$ cat src/rtl/core/savc_pkg.sv
// Shared types and constants for the set-associative cache with victim buffer.
// Used by the controller, the datapath and the top level.
package savc_pkg;

  localparam logic [31:0] COUNT_MAX = 32'hFFFF_FFFF;

  // Result codes
  localparam logic [1:0] OUT_MISS    = 2'd0;
  localparam logic [1:0] OUT_HIT     = 2'd1;
  localparam logic [1:0] OUT_VICTIM  = 2'd2;

  // Register indexes on the configuration port
  localparam logic [0:0] REG_VICTIM_ENABLE = 1'd0;
  localparam logic [0:0] REG_OFFSET_BITS   = 1'd1;

  typedef enum logic [2:0] {
    ST_IDLE,
    ST_READ,
    ST_LOOKUP,
    ST_SCAN,
    ST_WRITE,
    ST_CLEAR,
    ST_OUT
  } state_t;

  // Controller to datapath
  typedef struct packed {
    logic load;      // capture a new request
    logic rd_set;    // read the set's ways into the working registers
    logic lookup;    // compare tags and the victim buffer
    logic scan;      // step the minimum-count search
    logic commit;    // write the set and victim buffer back
    logic clr;       // clear one set of the tag store after reset
  } dp_cmd_t;

  // Datapath to controller
  typedef struct packed {
    logic scan_done;
    logic clr_done;
  } dp_sts_t;

endpackage

$ cat src/rtl/core/savc_ctrl.sv
// Controller state machine for the cache: sequences read, lookup, search and write-back.
// Depends on savc_pkg.
module savc_ctrl
  import savc_pkg::*;
(
  input  logic    clk,
  input  logic    rst,
  input  logic    in_valid,
  output logic    in_stall,
  output logic    out_valid,
  input  logic    out_stall,
  output dp_cmd_t cmd,
  input  dp_sts_t sts
);

  state_t state, state_next;

  // State register
  always_ff @(posedge clk) begin
    if (rst) state <= ST_CLEAR;
    else     state <= state_next;
  end

  // Next state and commands
  always_comb begin
    state_next = state;
    cmd        = '0;
    in_stall   = 1'b1;
    out_valid  = 1'b0;
    case (state)
      ST_CLEAR: begin
        cmd.clr = 1'b1;
        if (sts.clr_done) state_next = ST_IDLE;
      end
      ST_IDLE: begin
        in_stall = 1'b0;
        if (in_valid) begin
          cmd.load   = 1'b1;
          state_next = ST_READ;
        end
      end
      ST_READ: begin
        cmd.rd_set = 1'b1;
        state_next = ST_LOOKUP;
      end
      ST_LOOKUP: begin
        cmd.lookup = 1'b1;
        state_next = ST_SCAN;
      end
      ST_SCAN: begin
        cmd.scan = 1'b1;
        if (sts.scan_done) state_next = ST_WRITE;
      end
      ST_WRITE: begin
        cmd.commit = 1'b1;
        state_next = ST_OUT;
      end
      ST_OUT: begin
        out_valid = 1'b1;
        if (!out_stall) state_next = ST_IDLE;
      end
      default: state_next = ST_IDLE;
    endcase
  end

`ifndef ASSERT_OFF
  // A result is only offered after a write-back
  a_out_after_write: assert property (@(posedge clk) disable iff (rst)
    $rose(out_valid) |-> $past(cmd.commit)) else $error("result without write-back");
  // A new request is never taken while a result waits
  a_no_take_busy: assert property (@(posedge clk) disable iff (rst)
    out_valid |-> in_stall) else $error("request taken while busy");
  // Only one command at a time
  a_cmd_onehot: assert property (@(posedge clk) disable iff (rst)
    $onehot0(cmd)) else $error("overlapping commands");
`endif

endmodule

$ cat config.mk
export PLATFORM = sky130hd
export DESIGN_NAME = savc_ctrl
export DESIGN_NICKNAME = d
export VERILOG_FILES = /design/src/rtl/core/savc_pkg.sv /design/src/rtl/core/savc_ctrl.sv
export SDC_FILE = /design/constraint.sdc
export NUM_CORES = 1
export LEC_CHECK = 0
export BUFFER_PORTS_ARGS = -buffer_cell sky130_fd_sc_hd__buf_2
export CAP_MARGIN = 10
export CORE_AREA = 2 2 39 41
export DETAILED_ROUTE_END_ITERATION = 7
export DIE_AREA = 0 0 41 43
export PLACE_DENSITY = 0.41
export SETUP_SLACK_MARGIN = 0.4
export SLEW_MARGIN = 20
export SYNTH_ARGS = -nofsm -noshare
export SYNTH_HDL_FRONTEND = slang
export SYNTH_SLANG_ARGS = --single-unit
$ cat constraint.sdc
create_clock -name clk -period 3.4 [get_ports clk]
set_clock_uncertainty 0.15 [all_clocks]
set_input_delay 0.68 -clock clk [delete_from_list [all_inputs] [get_ports clk]]
set_output_delay 0.68 -clock clk [all_outputs]
set_load 0.01 [all_outputs]
==> Yosys cells after proc, flatten, opt, wreduce, memory -nomap -nowiden <==
Cells that the tools add are included.
{ "classes": {"n_addsub": 0, "n_mul": 0, "div_mod_pow": 0, "order_cmp": 0, "eq_ne": 10, "shift": 0, "muxes": 14, "n_bitwise": 0, "reduce_logical": 2} }
{ "ops": {"columns": ["cell", "count"], "rows": [
  ["$pmux W3 S7", 1],
  ["$mux W3", 4],
  ["$eq A3 B3 Y1 const B", 3],
  ["$mux W1", 9],
  ["$ne A2 B2 Y1 const B", 4],
  ["$eq A3 B2 Y1 const B", 2],
  ["$reduce_and A4 Y1", 1],
  ["$eq A3 B1 Y1 const B", 1],
  ["$logic_not A3 Y1", 1]
]} }
{ "totals": {"regBits": 3, "latch_bits": 0, "ramBits": 0, "mem_bits_ro": 0, "inputBits": 6, "output_inout_bits": 8, "wordCells": 27, "mem_count": 0} }

==> Depth between registers and ports, before layout <==
{ "logic_depth": {"word_depth": 3, "ltp_mapped": 4, "ltp_nobuf": 3} }

==> Worst setup path after synthesis <==
No wires, ideal clock.
{ "synth_timing": {"kind": "reg2out", "start": "reg state[1]", "end": "out cmd[5] (netlist bit)", "t_arrival_ns": 0.893, "t_required_ns": 2.570, "slack_ns": 1.677, "path_stages_with_launch": 3, "n_path_buf": 0, "cell_sequence": "dfxtp_1 > or3_4 > nor2_2"} }
{ "synth_lines": {"columns": ["item", "line", "text"], "rows": [
  ["start: declaration", "savc_ctrl.sv:16", "state_t state, state_next;"],
  ["start signal: assignment", "savc_ctrl.sv:21", "else state <= state_next;"],
  ["end: declaration", "savc_ctrl.sv:12", "output dp_cmd_t cmd,"]
]} }

==> impl_metrics.json <==
{
  "grtUsageTotal_pct": 7.523,
  "die_area_um2": 1763,
  "globalRouteMet2Util_pct": 10.31,
  "crit_buf_inv": 1,
  "ios": 14,
  "final_common_cell": "buf_2",
  "ys_warn_count": 0,
  "critPathMaxFanout": 12,
  "r2r_cells": 3,
  "drt_wl_total_um": 541,
  "ant_nets": 0,
  "largest_reg_flops": 3,
  "p_leak_nw": 0.1677,
  "fillCellCount": 157,
  "max_stage_delay_ps": 410,
  "placed_area_um2": 285.3,
  "cts_hold_buf": 0,
  "grt_pass1_wl_um": 814,
  "coreArea_um2": 1384,
  "rows": 14,
  "max_slew_margin_pct": 74.16,
  "post_cts_resized": 0,
  "netlist_instances": 28,
  "crit_start": "state[0]$_SDFFE_PP1P_",
  "mostFrequentLayoutCells": "13 x buf_2, 5 x inv_1",
  "setup_viol": 0,
  "clk_pin_slew_worst_paths_ps": 40,
  "vdd_drop_max_mv": 0.1585,
  "worstPathCellList": "or3_4 -> nor2_2 -> buf_2",
  "power_density_nw_per_um2": 502.3,
  "top_usage_layer": "met2",
  "areaGrowthSynthToFinish_pct": 50.00,
  "holdPathStages": 1,
  "drc": 0,
  "post-route-period-util_pct": 60.97,
  "final_area_um2": 311.5,
  "synth.avg_cell_area_um2": 7.418,
  "clkSinkCount": 3,
  "start_util_pct": 15.01,
  "reg2reg_from": "state[0]$_SDFFE_PP1P_",
  "use_met3_pct": 6.283,
  "multi_input_area_um2": 121.4,
  "fin_setup_tns_ps": 0,
  "top_register": "state",
  "status": "finished, final reports clean",
  "rsz0062_at_grt": "false",
  "antenna_found_initial": 0,
  "start_kind": "register",
  "critPathRequiredTime_ps": 2570,
  "dp_hpwl_um": 423.4,
  "fin_nets": 51,
  "critPathSlowestCell": "dfxtp_1",
  "clkLatencyLatePin_ps": 230,
  "crit_type": "register to output port",
  "finalHoldViolCount": 0,
  "crit_path_end_kind": "output port",
  "whs_ps": 390.5,
  "tightest_slew_ps": 387.1,
  "reg_top3": "state (3)",
  "root_buffer": "clkbuf_4",
  "first_pass_iters": 1,
  "first_global_vias": 204,
  "synth_nets": 34,
  "hold_class": "register to register",
  "cp_top_family": "simple AND/OR/NAND/NOR gates",
  "num_antenna_cells": 0,
  "die_h_um": 43,
  "drv_slew": 0,
  "clock_path_buffers": 2,
  "min_from": "state[1]$_SDFFE_PP0P_",
  "period_needed_ps": 2073,
  "overflow": 0,
  "io_buffers": 13,
  "htreeDepth": 1,
  "cts_setup_buffers": 0,
  "tritoncts": "yes",
  "syn_area_um2": 207.7,
  "regArea_um2": 60.06,
  "crit_arrival_ps": 1240,
  "gp_congestion": 0.6621,
  "use_met1_pct": 7.692,
  "wl_per_cell_um": 9.017,
  "cts_buffers": 3,
  "die_w_um": 41,
  "vias": 239,
  "drt-initial-drc-count": 0,
  "routed_via_density": 3.983,
  "ys_seq_elements": 3,
  "yosysUniqueCellTypes": 17,
  "drive_gt1_share_pct": 47.73,
  "seq_area_frac_synth_pct": 28.92,
  "fmax_ghz": 0.4824,
  "grt_max_degree": 13,
  "cp.depth": 3,
  "drv_cap": 0
}
## worst register-to-register path: stages, from the launching register on
cell and delay, ps:
dfxtp_1 540, nand2_2 110, a2bb2oi_1 200, o221ai_1 130
## final timing paths
| check | slack, ps | endpoint |
|---|---|---|
| setup / recovery | 1330 | cmd[5] |
| hold / removal | 390 | state[1]$_SDFFE_PP0P_ |
| setup reg to reg | 2140 | state[0]$_SDFFE_PP1P_ |
| hold reg to reg | 390 | state[1]$_SDFFE_PP0P_ |
## final cells by class
class / instances / area share (%)
multi-input combinational: 19 / 38.96
sequential: 3 / 19.28
inverter: 5 / 6.024
clock buffer: 4 / 8.434
timing repair buffer: 13 / 20.88
tap: 16 / 6.426
## layer usage
metal | routed length (µm) | share of wire [%]
met1 | 256 | 47
met4 | 0 | 0
met2 | 230 | 43
met5 | 0 | 0
met3 | 55 | 10
## power breakdown
group | total (mW) | leakage (nW) | switching [mW] | internal, mW
clock | 0.0612 | 0.0150 | 0.0173 | 0.0439
sequential | 0.0521 | 0.0251 | 0.0114 | 0.0407
combinational | 0.0432 | 0.128 | 0.0227 | 0.0206
total | 0.156 | 0.168 | 0.0514 | 0.105
## metrics by stage
stage	worst slack (ps)	power, mW	instances	utilization (%)
2_1_floorplan	1677	0.08066	28	-
3_3_place_gp	1556	0.09691	56	20.61
3_5_place_dp	1554	0.09604	56	20.61
4_1_cts	1321	0.1613	60	22.51
5_1_grt	1283	0.1706	60	22.51
6_report	1327	0.1565	60	22.51
## synth_stat cells (all sizes together)
master | count | area (µm²)
nor2b | 1 | 6.260
and3 | 2 | 13.77
buf | 1 | 7.510
o221ai | 1 | 8.760
nand2 | 2 | 12.51
nor2 | 1 | 6.260
nor3 | 3 | 15.01
o311ai | 1 | 8.760
dfxtp | 3 | 60.06
a21oi | 3 | 15.01
nand3 | 1 | 5.000
inv | 5 | 18.77
or3 | 1 | 11.26
o21ai | 2 | 10.00
a2bb2oi | 1 | 8.760
## cell families (layout without fill, tap and decap cells)
family,Yosys count,after routing,share of synthesized area (%)
flip-flops,3,3,28.92
AO/OA/AOI/OAI,8,8,24.69
AND/OR/NAND/NOR,11,11,33.74
buffers and inverters,6,22,12.65
No activity file was read; power rests on OpenSTA's default activity.
